[src/hdl/timer_handle_pool_core_macros.svh]
// ----------------------------------------------------------------------------
// Timer handle pool assertion macros
// Shared concurrent assertion forms, clocked on clock and disabled in reset.
// ----------------------------------------------------------------------------
`ifndef TIMER_HANDLE_POOL_CORE_MACROS_SVH
`define TIMER_HANDLE_POOL_CORE_MACROS_SVH

// Same-cycle implication or plain property.
`define THP_ASSERT(label, prop, msg) \
   label: assert property (@(posedge clock) disable iff (reset) prop) else $error(msg);

// Condition in one cycle implies a consequence in the next.
`define THP_ASSERT_NEXT(label, ante, cons, msg) \
   label: assert property (@(posedge clock) disable iff (reset) (ante) |=> (cons)) \
      else $error(msg);

`endif

[src/hdl/thp_pkg.sv]
// ----------------------------------------------------------------------------
// Timer handle pool package
// Sizes, operation codes and the command item passed from front to back end.
// ----------------------------------------------------------------------------
package thp_pkg;

   localparam int NUM_TIMERS = 16;
   localparam int MAX_TICKS  = 30000;

   localparam int OP_W     = 3;
   localparam int HANDLE_W = 4;
   localparam int COUNT_W  = 16;
   localparam int IDX_W    = (NUM_TIMERS > 1) ? $clog2(NUM_TIMERS) : 1;

   // allocate only hands out handles that the handle field can name
   localparam int HANDLE_SPACE = 1 << HANDLE_W;
   localparam int ALLOC_N      = (NUM_TIMERS < HANDLE_SPACE) ? NUM_TIMERS : HANDLE_SPACE;

   // command queue, depth must be a power of two
   localparam int QUEUE_DEPTH = 4;
   localparam int QPTR_W      = $clog2(QUEUE_DEPTH);
   localparam int QCNT_W      = $clog2(QUEUE_DEPTH + 1);

   typedef logic [OP_W-1:0]     op_type;
   typedef logic [HANDLE_W-1:0] handle_type;
   typedef logic [COUNT_W-1:0]  count_type;
   typedef logic [IDX_W-1:0]    idx_type;

   localparam count_type MAX_COUNT = COUNT_W'(MAX_TICKS);

   localparam op_type OP_TICK    = 3'd0;
   localparam op_type OP_ALLOC   = 3'd1;
   localparam op_type OP_RESTART = 3'd2;
   localparam op_type OP_READ    = 3'd3;
   localparam op_type OP_RELEASE = 3'd4;
   localparam op_type OP_NONE    = 3'd7;

   typedef struct packed {
      op_type  op;
      logic    hit;
      idx_type idx;
   } cmd_type;

   typedef struct packed {
      logic not_empty;
      logic full;
   } qstat_type;

endpackage

[src/hdl/timer_handle_pool_core.sv]
// ----------------------------------------------------------------------------
// Timer handle pool core
// Pool of software timers on one shared 16-bit tick counter. Each request
// item is one op (tick, allocate, restart, read elapsed, release) and gives
// exactly one response item. The front end decodes a request, registers it
// and parks it in a four-entry command queue. The back end answers tick,
// allocate, restart, release and unknown ops from its idle state and a read
// through a read state (the start time memory has a registered read port).
// A tick that brings the counter to MAX_TICKS walks the start memory, a read
// state then a write state per timer, to rebase busy start times. The
// response register frees the back end as soon as a held item is taken.
// ----------------------------------------------------------------------------
`include "timer_handle_pool_core_macros.svh"

module timer_handle_pool_core (
   input  logic                clock,
   input  logic                reset,
   input  logic                req_valid,
   output logic                req_ready,
   input  thp_pkg::op_type     req_op,
   input  thp_pkg::handle_type req_handle,
   output logic                rsp_valid,
   input  logic                rsp_ready,
   output logic                rsp_granted,
   output thp_pkg::handle_type rsp_granted_handle,
   output thp_pkg::count_type  rsp_elapsed
);
   import thp_pkg::*;

   logic      fq_valid;
   logic      fq_ready;
   cmd_type   fq_cmd;
   logic      qb_valid;
   logic      qb_ready;
   cmd_type   qb_cmd;
   qstat_type q_stat;

   thp_front u_front (
      .clock      (clock),
      .reset      (reset),
      .req_valid  (req_valid),
      .req_ready  (req_ready),
      .req_op     (req_op),
      .req_handle (req_handle),
      .cmd_valid  (fq_valid),
      .cmd_ready  (fq_ready),
      .cmd        (fq_cmd)
   );

   thp_queue u_queue (
      .clock      (clock),
      .reset      (reset),
      .push_valid (fq_valid),
      .push_ready (fq_ready),
      .push_cmd   (fq_cmd),
      .pop_valid  (qb_valid),
      .pop_ready  (qb_ready),
      .pop_cmd    (qb_cmd),
      .stat       (q_stat)
   );

   thp_back u_back (
      .clock              (clock),
      .reset              (reset),
      .cmd_valid          (qb_valid),
      .cmd_ready          (qb_ready),
      .cmd                (qb_cmd),
      .rsp_valid          (rsp_valid),
      .rsp_ready          (rsp_ready),
      .rsp_granted        (rsp_granted),
      .rsp_granted_handle (rsp_granted_handle),
      .rsp_elapsed        (rsp_elapsed)
   );

   `THP_ASSERT(a_push_room, (fq_valid && fq_ready) |-> !q_stat.full, "push into full queue")
   `THP_ASSERT(a_pop_avail, (qb_valid && qb_ready) |-> q_stat.not_empty, "pop from empty queue")
   `THP_ASSERT(a_grant_clean, (rsp_valid && rsp_granted) |-> (rsp_elapsed == '0), "grant with elapsed")
   `THP_ASSERT(a_nogrant_zero, (rsp_valid && !rsp_granted) |-> (rsp_granted_handle == '0), "stray handle")
   `THP_ASSERT_NEXT(a_read_slot, (qb_valid && qb_ready && qb_cmd.op == OP_READ), !rsp_valid, "read slot busy")

endmodule

[src/hdl/thp_front.sv]
// ----------------------------------------------------------------------------
// Timer handle pool front end
// Accepts request items, decodes the op and checks the handle range.
// ----------------------------------------------------------------------------
module thp_front (
   input  logic                clock,
   input  logic                reset,
   input  logic                req_valid,
   output logic                req_ready,
   input  thp_pkg::op_type     req_op,
   input  thp_pkg::handle_type req_handle,
   output logic                cmd_valid,
   input  logic                cmd_ready,
   output thp_pkg::cmd_type    cmd
);
   import thp_pkg::*;

   logic    cmd_valid_ff;
   logic    cmd_valid_in;
   cmd_type cmd_ff;
   cmd_type cmd_in;

   always_comb begin
      cmd_in.op  = (req_op inside {[OP_TICK:OP_RELEASE]}) ? req_op : OP_NONE;
      cmd_in.hit = (int'(req_handle) < NUM_TIMERS);
      cmd_in.idx = IDX_W'(req_handle);
   end

   assign req_ready    = !cmd_valid_ff || cmd_ready;
   assign cmd_valid_in = (req_valid && req_ready) || (cmd_valid_ff && !cmd_ready);

   always_ff @(posedge clock) begin
      if (reset) begin
         cmd_valid_ff <= 1'b0;
      end else begin
         cmd_valid_ff <= cmd_valid_in;
      end
   end

   always_ff @(posedge clock) begin
      if (req_valid && req_ready) begin
         cmd_ff <= cmd_in;
      end
   end

   assign cmd_valid = cmd_valid_ff;
   assign cmd       = cmd_ff;

endmodule

[src/hdl/thp_queue.sv]
// ----------------------------------------------------------------------------
// Timer handle pool command queue
// Short FIFO that decouples the front end from the back end.
// ----------------------------------------------------------------------------
module thp_queue (
   input  logic               clock,
   input  logic               reset,
   input  logic               push_valid,
   output logic               push_ready,
   input  thp_pkg::cmd_type   push_cmd,
   output logic               pop_valid,
   input  logic               pop_ready,
   output thp_pkg::cmd_type   pop_cmd,
   output thp_pkg::qstat_type stat
);
   import thp_pkg::*;

   cmd_type             slot_ff [QUEUE_DEPTH];
   logic [QPTR_W-1:0]   wr_ptr_ff;
   logic [QPTR_W-1:0]   wr_ptr_in;
   logic [QPTR_W-1:0]   rd_ptr_ff;
   logic [QPTR_W-1:0]   rd_ptr_in;
   logic [QCNT_W-1:0]   count_ff;
   logic [QCNT_W-1:0]   count_in;
   logic                push;
   logic                pop;

   assign stat.full      = (count_ff == QCNT_W'(QUEUE_DEPTH));
   assign stat.not_empty = (count_ff != '0);
   assign push_ready     = !stat.full;
   assign pop_valid      = stat.not_empty;
   assign pop_cmd        = slot_ff[rd_ptr_ff];
   assign push           = push_valid && push_ready;
   assign pop            = pop_valid && pop_ready;

   always_comb begin
      wr_ptr_in = push ? wr_ptr_ff + 1'b1 : wr_ptr_ff;
      rd_ptr_in = pop ? rd_ptr_ff + 1'b1 : rd_ptr_ff;
      count_in  = count_ff;
      if (push && !pop) begin
         count_in = count_ff + 1'b1;
      end else if (pop && !push) begin
         count_in = count_ff - 1'b1;
      end
   end

   always_ff @(posedge clock) begin
      if (reset) begin
         wr_ptr_ff <= '0;
         rd_ptr_ff <= '0;
         count_ff  <= '0;
      end else begin
         wr_ptr_ff <= wr_ptr_in;
         rd_ptr_ff <= rd_ptr_in;
         count_ff  <= count_in;
      end
   end

   always_ff @(posedge clock) begin
      if (push) begin
         slot_ff[wr_ptr_ff] <= push_cmd;
      end
   end

endmodule

[src/hdl/thp_back.sv]
// ----------------------------------------------------------------------------
// Timer handle pool back end
// Executes commands against the tick counter, busy flags and start memory,
// and holds the result item in an output register.
// ----------------------------------------------------------------------------
module thp_back (
   input  logic                 clock,
   input  logic                 reset,
   input  logic                 cmd_valid,
   output logic                 cmd_ready,
   input  thp_pkg::cmd_type     cmd,
   output logic                 rsp_valid,
   input  logic                 rsp_ready,
   output logic                 rsp_granted,
   output thp_pkg::handle_type  rsp_granted_handle,
   output thp_pkg::count_type   rsp_elapsed
);
   import thp_pkg::*;

   localparam logic [1:0] ST_IDLE    = 2'd0;
   localparam logic [1:0] ST_READ    = 2'd1;
   localparam logic [1:0] ST_WALK_RD = 2'd2;
   localparam logic [1:0] ST_WALK_WR = 2'd3;

   localparam idx_type LAST_IDX = IDX_W'(NUM_TIMERS - 1);

   logic [1:0]            state_ff;
   logic [1:0]            state_in;
   count_type             tick_ff;
   count_type             tick_in;
   logic [NUM_TIMERS-1:0] in_use_ff;
   logic [NUM_TIMERS-1:0] in_use_in;
   logic [NUM_TIMERS-1:0] written_ff;
   logic [NUM_TIMERS-1:0] written_in;
   idx_type               walk_ff;
   idx_type               walk_in;
   logic                  hit_ff;
   logic                  hit_in;

   count_type             start_mem [NUM_TIMERS];
   count_type             rd_data_ff;
   logic                  rd_written_ff;
   logic                  mem_we;
   idx_type               mem_addr;
   count_type             mem_wdata;
   count_type             start_eff;

   logic                  rsp_valid_ff;
   logic                  rsp_valid_in;
   logic                  rsp_granted_ff;
   handle_type            rsp_handle_ff;
   count_type             rsp_elapsed_ff;
   logic                  rsp_load;
   logic                  rsp_granted_in;
   handle_type            rsp_handle_in;
   count_type             rsp_elapsed_in;

   logic                  out_free;
   logic                  found;
   handle_type            free_handle;

   // an entry never written reads as the reset value
   assign start_eff = rd_written_ff ? rd_data_ff : '0;
   assign out_free  = !rsp_valid_ff || rsp_ready;

   // lowest free handle
   always_comb begin
      found       = 1'b0;
      free_handle = '0;
      for (int i = ALLOC_N - 1; i >= 0; i--) begin
         if (!in_use_ff[i]) begin
            found       = 1'b1;
            free_handle = HANDLE_W'(i);
         end
      end
   end

   always_comb begin
      state_in       = state_ff;
      tick_in        = tick_ff;
      in_use_in      = in_use_ff;
      written_in     = written_ff;
      walk_in        = walk_ff;
      hit_in         = hit_ff;
      mem_we         = 1'b0;
      mem_addr       = '0;
      mem_wdata      = tick_ff;
      cmd_ready      = 1'b0;
      rsp_load       = 1'b0;
      rsp_granted_in = 1'b0;
      rsp_handle_in  = '0;
      rsp_elapsed_in = '0;
      case (state_ff)
         ST_IDLE: begin
            if (cmd_valid && out_free) begin
               cmd_ready = 1'b1;
               case (cmd.op)
                  OP_TICK: begin
                     if (tick_ff == MAX_COUNT - 1'b1) begin
                        // counter wraps: rebase every busy start time
                        tick_in  = '0;
                        walk_in  = '0;
                        state_in = ST_WALK_RD;
                     end else begin
                        tick_in  = tick_ff + 1'b1;
                        rsp_load = 1'b1;
                     end
                  end
                  OP_ALLOC: begin
                     rsp_load = 1'b1;
                     if (found) begin
                        in_use_in[IDX_W'(free_handle)] = 1'b1;
                        rsp_granted_in = 1'b1;
                        rsp_handle_in  = free_handle;
                     end
                  end
                  OP_RESTART: begin
                     rsp_load = 1'b1;
                     if (cmd.hit) begin
                        mem_we              = 1'b1;
                        mem_addr            = cmd.idx;
                        mem_wdata           = tick_ff;
                        written_in[cmd.idx] = 1'b1;
                     end
                  end
                  OP_READ: begin
                     hit_in   = cmd.hit;
                     state_in = ST_READ;
                     if (cmd.hit) begin
                        mem_addr = cmd.idx;
                     end
                  end
                  OP_RELEASE: begin
                     rsp_load = 1'b1;
                     if (cmd.hit) begin
                        in_use_in[cmd.idx] = 1'b0;
                     end
                  end
                  default: begin
                     rsp_load = 1'b1;
                  end
               endcase
            end
         end
         ST_READ: begin
            // output slot was freed when the command was taken
            rsp_load = 1'b1;
            if (hit_ff) begin
               rsp_elapsed_in = tick_ff - start_eff;
            end
            state_in = ST_IDLE;
         end
         ST_WALK_RD: begin
            mem_addr = walk_ff;
            state_in = ST_WALK_WR;
         end
         ST_WALK_WR: begin
            if (in_use_ff[walk_ff]) begin
               mem_we              = 1'b1;
               mem_addr            = walk_ff;
               mem_wdata           = start_eff - MAX_COUNT;
               written_in[walk_ff] = 1'b1;
            end
            if (walk_ff == LAST_IDX) begin
               rsp_load = 1'b1;
               state_in = ST_IDLE;
            end else begin
               walk_in  = walk_ff + 1'b1;
               state_in = ST_WALK_RD;
            end
         end
         default: begin
            state_in = ST_IDLE;
         end
      endcase
      rsp_valid_in = rsp_load || (rsp_valid_ff && !rsp_ready);
   end

   always_ff @(posedge clock) begin
      if (reset) begin
         state_ff     <= ST_IDLE;
         tick_ff      <= '0;
         in_use_ff    <= '0;
         written_ff   <= '0;
         walk_ff      <= '0;
         hit_ff       <= 1'b0;
         rsp_valid_ff <= 1'b0;
      end else begin
         state_ff     <= state_in;
         tick_ff      <= tick_in;
         in_use_ff    <= in_use_in;
         written_ff   <= written_in;
         walk_ff      <= walk_in;
         hit_ff       <= hit_in;
         rsp_valid_ff <= rsp_valid_in;
      end
   end

   // start time memory, one port, registered read
   always_ff @(posedge clock) begin
      if (mem_we) begin
         start_mem[mem_addr] <= mem_wdata;
      end
      rd_data_ff    <= start_mem[mem_addr];
      rd_written_ff <= written_ff[mem_addr];
   end

   always_ff @(posedge clock) begin
      if (rsp_load) begin
         rsp_granted_ff <= rsp_granted_in;
         rsp_handle_ff  <= rsp_handle_in;
         rsp_elapsed_ff <= rsp_elapsed_in;
      end
   end

   assign rsp_valid          = rsp_valid_ff;
   assign rsp_granted        = rsp_granted_ff;
   assign rsp_granted_handle = rsp_handle_ff;
   assign rsp_elapsed        = rsp_elapsed_ff;

endmodule

[config.mk]
export PLATFORM = sky130hd
export DESIGN_NAME = timer_handle_pool_core
export DESIGN_NICKNAME = d
export VERILOG_FILES = /design/src/hdl/thp_pkg.sv /design/src/hdl/timer_handle_pool_core.sv /design/src/hdl/thp_front.sv /design/src/hdl/thp_queue.sv /design/src/hdl/thp_back.sv
export VERILOG_INCLUDE_DIRS = /design/src /design/src/hdl
export SDC_FILE = /design/constraint.sdc
export NUM_CORES = 1
export LEC_CHECK = 0
export BUFFER_PORTS_ARGS = -buffer_cell sky130_fd_sc_hd__buf_4
export CAP_MARGIN = 40
export CORE_MARGIN = 2
export CORE_UTILIZATION = 40
export CTS_BUF_LIST = sky130_fd_sc_hd__clkbuf_16
export DETAILED_ROUTE_END_ITERATION = 8
export GPL_TIMING_DRIVEN = 0
export SLEW_MARGIN = 5
export SYNTH_ARGS = -nofsm -noshare
export SYNTH_HDL_FRONTEND = slang
export SYNTH_SLANG_ARGS = --single-unit
[constraint.sdc]
create_clock -name clock -period 8.65 [get_ports clock]
set_input_delay 0 -clock clock [delete_from_list [all_inputs] [get_ports clock]]
set_output_delay 0 -clock clock [all_outputs]
set_load 0.03 [all_outputs]
### Yosys cells after proc, flatten, opt, wreduce, memory -nomap -nowiden

Memory sizes are Yosys's and may differ from the RTL's. A register that Yosys moved wholly into a read port is not among the register bits.
Cells that the tools add are included.

* add/subtract/negate cells: 8
* order comparisons: 9
* equal/unequal tests: 21
* multiplexer cells: 90
* bitwise operators: 5
* reductions and logical operators: 38

Operator list (count)
* $mux 16: 10
* $mux 4: 24
* $pmux 16 s2: 2
* $or 16x16->16: 3
* $mux 1: 35
* $lt 4x5->1 const B: 4
* $add 16x1->16 const B: 1
* $and 16x16->16: 1
* $eq 16x15->1 const B: 1
* $not 16->16: 1
* $sub 16x15->16 const B: 1
* $sub 16x16->16: 1
* $reduce_and 5->1: 3
* $demux 1 s4: 3
* $ge 4x1->1 const B: 3
* $logic_and 1x1->1: 12
* $ne 2x1->1 const B: 6
* $pmux 4 s3: 1
* $reduce_and 3->1: 4
* $mux 2: 5
* $bmux 1 s4: 2
* $pmux 2 s4: 1
* $pmux 4 s2: 1
* $eq 3x2->1 const B: 2
* 27 further kinds: 44

* bits in registers: 93
* memory bits (writable): 284
* input bits: 11
* output and inout port bits: 23
* word-level logic and storage cells: 190
* memories kept: 2

Memory list
* u_back.start_mem: depth 16, width 16, rd ports 1, clocked after Yosys merged registers in 1, wr ports 1, RTL line thp_back.sv:40 `count_type start_mem [NUM_TIMERS];`
* u_queue.slot_ff: depth 4, width 7, rd ports 1, clocked after Yosys merged registers in 1, wr ports 1, RTL line thp_queue.sv:18 `cmd_type slot_ff [QUEUE_DEPTH];`

### Longest topological paths before layout

Gate-level depths: netlist of run 1.

* depth in word-level cells: 23
* mapped depth: 14
* mapped depth without buffers: 12

### By module

Synthesis of run 1 repeated with hierarchy kept, for this count alone.

* cell total of the unflattened synthesis: 1310
* area total of the unflattened synthesis: 16767.3 um^2

Modules (own cells, without submodules)
* thp_back: instances 1, cells an instance 1200, area each 14845.5 um^2, sequential area each 9779.4 um^2
* thp_queue: instances 1, cells an instance 93, area each 1626.6 um^2, sequential area each 1141.1 um^2
* thp_front: instances 1, cells an instance 17, area each 295.3 um^2, sequential area each 230.2 um^2

### Worst setup path before layout of run 1

No wires, ideal clock.

* path type: register to register
* start point: register u_back.walk_ff[1]
* end point: memory u_back.start_mem[13][0] in the netlist's numbering (enable)
* setup time: 388 ps
* arrival time: 3386 ps
* data required time: 8262 ps
* slack: 4876 ps
* cell stages (with the launch flop): 12
* path buffers: 3
* clock period less this slack: 3774 ps
* cell sequence: dfxtp_1 > buf_4 > mux2i_1 > mux4_2 > o22ai_2 > nand2b_1 > a22oi_1 > nor3b_1 > buf_2 > buf_2 > nand2_1 > nor2_1

* cells in the longest elaborated chain, start to end: 6
* elaborated cells between the ends (all ways): 8
* classes of those cells: mux: 8

RTL lines
* start: declaration: RTL line thp_back.sv:35 `idx_type walk_ff;`
* start signal: assignment: RTL line thp_back.sv:193 `walk_ff <= walk_in;`
* $bmux 1 s4: RTL line thp_back.sv:158 `if (in_use_ff[walk_ff]) begin`
* $mux 1 (implied by the code): RTL line thp_back.sv:158
* $mux 1: RTL line thp_back.sv:158
* $pmux 1 s2: RTL line thp_back.sv:93 `case (state_ff)`
* $mux 1: RTL line thp_back.sv:201 `if (mem_we) begin`
* $mux 1 (implied by the code): RTL line thp_back.sv:202 `start_mem[mem_addr] <= mem_wdata;`
* end: declaration: RTL line thp_back.sv:40

Several ways; a longest one is shown, not always the timed one. The select of a mux whose other input is x is not followed.

### Worst setup path after layout of run 1

* start point: register u_back.state_ff[1]
* end point: memory u_back.start_mem[14][11] in the netlist's numbering (enable)

* cells in the longest elaborated chain, start to end: 4
* elaborated cells between the ends (all ways): 7
* classes of those cells: eq/ne: 2; mux: 4; reduce/logical: 1

RTL lines
* start: declaration: RTL line thp_back.sv:27 `logic [1:0] state_ff;`
* start signal: assignment: RTL line thp_back.sv:189 `state_ff <= state_in;`
* $eq 2x2->1 / $logic_not 2->1 (equally long branches): RTL line thp_back.sv:93
* $pmux 1 s2: RTL line thp_back.sv:93
* $mux 1: RTL line thp_back.sv:201
* $mux 1 (implied by the code): RTL line thp_back.sv:202

Several ways; a longest one is shown, not always the timed one.

==> impl_metrics.py, run 1 <==
metrics = {
    "floorplan": {
        "core_area_mm2": 0.0407,
        "boundaryPins": 34,
        "rows": 74,
        "initial_core_util_pct": 40.4,
        "die_y_um": 207,
        "dieWidth_um": 207,
        "die_area_mm2": 0.0428,
    },
    "routing": {
        "ant_nets": 0,
        "vias_per_cell": 5.68,
        "wl_met2_um": 20300,
        "dr.max_layer_used": "met4",
        "drc": 0,
        "wl_met3_um": 3310,
        "wl_um": 43400,
        "avgRoutedWirePerCell_um": 22.2,
        "via_count": 11100,
        "drtPass1Iterations": 7,
        "wirelength_met1_um": 18300,
        "drt_iter0_drc": 1055,
    },
    "timing": {
        "fmax_mhz": 201,
        "skew_ns": 0.0389,
        "hold_slack_ns": 0.0667,
        "relSlewSlack_pct": 34.3,
        "worst_pin_slew_ns": 0.985,
        "final.setup.tns_ns": 0,
        "hold_viol": 0,
        "period_needed_ns": 4.98,
        "rsz0062_at_grt": "false",
        "setup_viol": 0,
        "fin_crit_sh_pct": 57.5,
        "drv_slew": 0,
        "timing.final.ws_setup_ns": 3.67,
    },
    "logic_synthesis": {
        "syn_avg_cell_area_um2": 13.0,
        "async_flop_share_pct": 0,
        "syn_area_mm2": 0.0164,
        "seq_area_frac_synth_pct": 67.1,
        "yosysUniqueCellTypes": 65,
        "synth_common_cells": "edfxtp_1 (312), a22oi_1 (142), a21oi_1 (126)",
        "ys_seq_elements": 395,
        "yosysTopAreaCell": "edfxtp_1",
        "syn_inst": 1264,
        "synth_edf_count": 312,
        "yosysTopAreaCellShare_pct": 57.0,
        "syn_nets": 1308,
        "yosys.cell_count.top_type": "edfxtp_1",
        "synthTopCellsByArea": "edfxtp_1 (57%), dfxtp_1 (10%), a22oi_1 (6.5%)",
        "synthFlopType": "edfxtp_1",
        "yosysWarningCount": 0,
    },
    "power_and_ir_drop": {
        "seq_power_share_pct": 44.7,
        "p_int_mw": 3.55,
        "p_sw_share_pct": 29.8,
        "clockPowerShare_pct": 34.8,
        "p_leak_nw": 6.66,
        "p_sw_mw": 1.50,
        "power.density_mw_per_mm2": 263,
        "combPwrFrac_pct": 20.5,
        "ir_worst_vdd_mv": 0.117,
    },
    "cts": {
        "cts_inserted_buffers": 42,
        "cts_setup_buffers": 0,
        "cts-root-buf": "clkbuf_16",
        "max-clock-path-buffers": 3,
        "cts_tree": "yes",
        "cts_max_level": 2,
        "clk_latency_ns": 0.58,
        "clock_sinks": 395,
        "clk_pin_slew_worst_paths_ns": 0.06,
    },
    "layout": {
        "nNetsFinal": 1427,
        "finish.utilization_pct": 47.2,
        "area_growth_pct": 16.8,
        "final_layout_size_suffix_gt1_share_pct": 13.3,
    },
    "global_route": {
        "grt_start_max_net_pins": 17,
        "track_usage_pct": 20.7,
        "grt_pass1_vias": 10700,
        "antenna_found_initial": 2,
        "grt_overflow_total": 0,
        "grt_pass1_wl_um": 65200,
    },
    "worst_hold_path": {
        "hold_class": "in2reg",
    },
    "placement": {
        "port_buffers": 32,
        "place_congestion": 0.883,
        "hpwl_um": 29800,
        "place_ws_ns": 3.72,
    },
    "setup_path": {
        "arrival_ns": 5.23,
        "critPathMaxStageDelay_ns": 0.61,
        "worstSetupStartpointType": "flip-flop",
        "critical_path_buf_inv_count": 6,
        "crit_chain": "inv_1 -> ha_1 -> inv_1 -> nor2_1 -> clkinv_1 -> nor2_1 -> a22oi_1 -> nor3b_2 -> buf_2 -> buf_1 -> nand2_1 -> nor2_2 -> buf_8",
        "cpMaxStageDelayCell": "nor2_2",
        "critPathTopFamily": "simple AND/OR/NAND/NOR gates",
        "crit_required_ns": 8.90,
        "crit_type": "reg2reg",
        "cp_max_fo": 10,
        "cp-end-kind": "flip-flop",
    },
    "run": {
        "max_cap_violations": 0,
    },
    "outcome": {
        "status": "complete, no violations",
    },
}
==> power groups by stage <==
stage	sequential, mW	combinational, mW	clock, mW
after floorplan	2.39	0.560	0
after global placement	2.29	0.989	0
after detailed placement	2.29	1.02	0
after CTS	2.26	1.03	1.78
after global routing	2.27	1.12	1.85
final	2.25	1.04	1.76
==> state kept, by name (all words and copies together) (netlist names), 7 cells and up, named ones only <==
name,flops
u_back.start_mem,256
u_back.in_use_ff,16
u_back.rd_data_ff,16
u_back.written_ff,16
u_queue.slot_ff,28
u_back.tick_ff,16
u_front.cmd,7
u_back.rsp_elapsed,16
==> worst min-delay path, stage by stage <==
cell and delay [ns]:
clkbuf_1 0.21, nand3b_1 0.25, o22ai_1 0.12
==> what timing repair did <==
item,CTS,global route
endpoints found under the setup margin,0,0
hold buffers,11,0
resized for setup,0,0
endpoints found under the hold margin,16,0
==> layout make-up <==
cell class	instances	area, um2
Buffer	68	309
Clock inverter	35	290
Inverter	33	124
Timing Repair Buffer	75	712
Sequential cell	395	11000
Tap cell	532	666
Fill cell	3633	21500
Antenna cell	1	2.50
Multi-Input combinational cell	768	5030
Clock buffer	42	1050
==> final timing paths <==
kind	startpoint	endpoint	slack [ns]	cells after the start
hold reg to reg	u_back.written_ff[14]	u_back.written_ff[14]	0.47	2
setup / recovery	u_back.state_ff[1]	u_back.start_mem[14][11]	3.67	13
hold / removal	reset	u_back.in_use_ff[1]	0.07	3
setup reg to reg	u_back.state_ff[1]	u_back.start_mem[14][11]	3.67	13
==> cell usage in the layout, fill, tap and decap left out, types with 17 or more instances in the layout <==
| cell type | n |
|---|---|
| clkbuf_16 | 42 |
| xor2_1 | 17 |
| edfxtp_1 | 312 |
| o21ai_0 | 28 |
| inv_1 | 38 |
| a21oi_1 | 126 |
| nor2_1 | 97 |
| buf_4 | 46 |
| a22oi_1 | 142 |
| or4_1 | 17 |
| clkbuf_1 | 49 |
| ha_1 | 31 |
| xnor2_1 | 18 |
| dfxtp_1 | 83 |
| nor2_2 | 17 |
| nand3_1 | 23 |
| nand2_1 | 64 |
==> stage by stage <==
| step | instances | power (mW) | area [um2] |
|---|---|---|---|
| floorplan | 1264 | 2.95 | 16400 |
| global placement | 1828 | 3.28 | 17400 |
| detailed placement | 1860 | 3.32 | 17800 |
| CTS | 1948 | 5.07 | 19200 |
| global route | 1948 | 5.24 | 19200 |
| finish | 1949 | 5.05 | 19200 |
==> routing by layer <==
layer	GRT usage, %	vias up
li1	-	5097
met1	27.8	5426
met2	33.3	452
met3	3.64	86
met4	8.26	0
met5	0	-
==> kinds of logic after synthesis <==
logic type               after synthesis  synth area share [%]
adder cells (fa/ha/maj)               33                  2.60
flip-flops                           395                  67.1
XOR/XNOR                              35                  1.86
buffers and inverters                101                  2.63
multiplexers                          26                  2.28
AND/OR/NAND/NOR                      306                  9.05
AO/OA/AOI/OAI                        368                  14.5
No activity file was read; power rests on OpenSTA's default activity.
==> run 2: changes to the inputs <==
Clock period 8.65 ns to 4.5 ns, I/O delays scaled along.
==> run 2 against run 1 <==
  * Setup slack got worse by 3.5 ns
  * Sequential power increased by 93%
  * Critical path depth decreased by 1
  * Clock skew decreased by 0.00092 ns
  * Worst hold slack got worse by 0.0022 ns
  * Core utilization increased by 0.50 points
  * Critical path type unchanged
==> impl_metrics.py, run 2 (synthesized netlist as in run 1, its figures left out) <==
metrics = {
    "timing": {
        "skew_ns": 0.0380,
        "timing.final.ws_setup_ns": 0.176,
        "hold_viol": 0,
        "fmax_mhz": 231,
        "period_needed_ns": 4.32,
        "drv_slew": 0,
        "final.setup.tns_ns": 0,
        "fin_crit_sh_pct": 96.1,
        "setup_viol": 0,
        "worst_pin_slew_ns": 0.986,
        "rsz0062_at_grt": "false",
        "relSlewSlack_pct": 34.3,
    },
    "routing": {
        "drtPass1Iterations": 6,
        "via_count": 11100,
        "wl_met3_um": 3230,
        "wirelength_met1_um": 18500,
        "avgRoutedWirePerCell_um": 22.2,
        "drt_iter0_drc": 1139,
        "drc": 0,
        "wl_um": 43600,
        "wl_met2_um": 20400,
        "vias_per_cell": 5.64,
        "ant_nets": 0,
        "dr.max_layer_used": "met4",
    },
    "layout": {
        "largest_register": "u_back.start_mem",
        "multiInputGateArea_mm2": 0.00512,
        "fillers": 3603,
        "nNetsFinal": 1438,
        "seq_area_mm2": 0.0110,
        "final_layout_size_suffix_gt1_share_pct": 14.4,
        "most-common-layout-cells": "edfxtp_1 (312), a22oi_1 (141), a21oi_1 (126)",
        "final_common_cell": "edfxtp_1",
        "final_area_mm2": 0.0194,
        "largest_reg_flops": 256,
        "area_growth_pct": 18.1,
        "finish.utilization_pct": 47.7,
        "reg_top3": "u_back.start_mem x256, u_queue.slot_ff x28",
    },
    "floorplan": {
        "boundaryPins": 34,
        "initial_core_util_pct": 40.4,
        "dieWidth_um": 207,
        "die_y_um": 207,
        "rows": 74,
        "die_area_mm2": 0.0428,
        "core_area_mm2": 0.0407,
    },
    "power_and_ir_drop": {
        "p_sw_mw": 2.90,
        "finalPower_mw": 9.73,
        "p_sw_share_pct": 29.8,
        "combPwrFrac_pct": 20.8,
        "power.density_mw_per_mm2": 501,
        "ir_worst_vdd_mv": 0.225,
        "seq_power_share_pct": 44.6,
        "clockPowerShare_pct": 34.6,
        "p_int_mw": 6.83,
        "p_leak_nw": 6.73,
    },
    "setup_path": {
        "r2r-end": "u_back.start_mem[9][7]",
        "r2r_slack_ns": 0.18,
        "reg2regPathDepth": 12,
        "cp_max_fo": 12,
        "worstSetupStartpointType": "flip-flop",
        "cp-end-kind": "flip-flop",
        "r2r-start": "u_back.walk_ff[1]",
        "crit_type": "reg2reg",
        "crit_required_ns": 4.77,
        "arrival_ns": 4.60,
    },
    "worst_hold_path": {
        "hold_path_depth": 3,
        "hold_path.startpoint": "reset",
        "hold_end": "u_back.in_use_ff[1]",
        "hold_class": "in2reg",
    },
    "global_route": {
        "grt_pass1_wl_um": 65300,
        "grt_start_max_net_pins": 20,
        "antenna_found_initial": 2,
        "track_usage_pct": 20.7,
        "grt_overflow_total": 0,
        "grt_pass1_vias": 10700,
    },
    "placement": {
        "place_ws_ns": -0.427,
        "hpwl_um": 29800,
        "port_buffers": 32,
        "place_congestion": 0.883,
        "place_area_mm2": 0.0178,
    },
    "cts": {
        "cts-root-buf": "clkbuf_16",
        "max-clock-path-buffers": 3,
        "cts_max_level": 2,
        "cts_inserted_buffers": 42,
        "clock_sinks": 395,
        "cts_tree": "yes",
        "clk_latency_ns": 0.58,
        "clk_pin_slew_worst_paths_ns": 0.06,
    },
    "outcome": {
        "status": "complete, no violations",
    },
    "run": {
        "max_cap_violations": 0,
    },
}
run 2: through the flow:
stage	hold WS, ns	cells
floorplan	0.0989	1264
global placement	0.182	1828
detailed placement	0.180	1860
CTS	0.0387	1947
global route	0.0824	1959
finish	0.0645	1960
run 2: layer usage:
metal	track usage, %	up-vias
li1	-	5120
met1	27.7	5448
met2	33.5	401
met3	3.70	82
met4	8.23	0
met5	0	-
run 2: power groups by stage:
stage | combinational, mW | clock [mW] | sequential [mW]
2_1_floorplan | 1.08 | 0 | 4.59
3_3_place_gp | 1.90 | 0 | 4.41
3_5_place_dp | 1.97 | 0 | 4.41
4_1_cts | 1.99 | 3.42 | 4.34
5_1_grt | 2.18 | 3.55 | 4.36
6_report | 2.02 | 3.37 | 4.34
run 2: worst max path at each step:
| stage | from | end | slack (ns) | cells after the start |
|---|---|---|---|---|
| CTS | u_back.walk_ff[1] | u_back.start_mem[15][13] | -0.14 | 12 |
| detailed placement | u_queue.count_ff[0] | u_back.start_mem[10][8] | -0.43 | 11 |
| finish | u_back.walk_ff[1] | u_back.start_mem[9][7] | 0.18 | 12 |
| floorplan | u_back.walk_ff[1] | u_back.start_mem[13][0] | 0.73 | 11 |
| global route | u_back.walk_ff[1] | u_back.start_mem[9][7] | 0.01 | 12 |
| global placement | u_queue.count_ff[0] | u_back.start_mem[14][9] | -1.17 | 10 |
run 2: layout make-up:
cell class | count | share of cell area (%)
sequential | 395 | 56.8
multi-input combinational | 768 | 26.4
clock buffer | 42 | 5.41
timing repair buffer | 87 | 4.25
tap | 532 | 3.43
buffer | 67 | 1.60
clock inverter | 35 | 1.49
inverter | 33 | 0.638
antenna | 1 | 0.0129
run 2: repair_timing:
action / in CTS / in global routing
hold buffers: 11 / 0
setup buffers: 0 / 9
setup endpoints to repair: 188 / 168
resized for setup: 9 / 11
endpoints found under the hold margin: 16 / 0
pin swaps: 0 / 5
run 2: critical path: stages (launching register included):
cell and delay (ns):
dfxtp_1 0.44, buf_4 0.25, mux2i_1 0.10, mux4_2 0.54, o22ai_4 0.32, nand2b_1 0.23
a22oi_1 0.21, nor3b_2 0.38, buf_2 0.36, clkbuf_4 0.33, nand2_1 0.30, nor2_4 0.32
buf_8 0.22
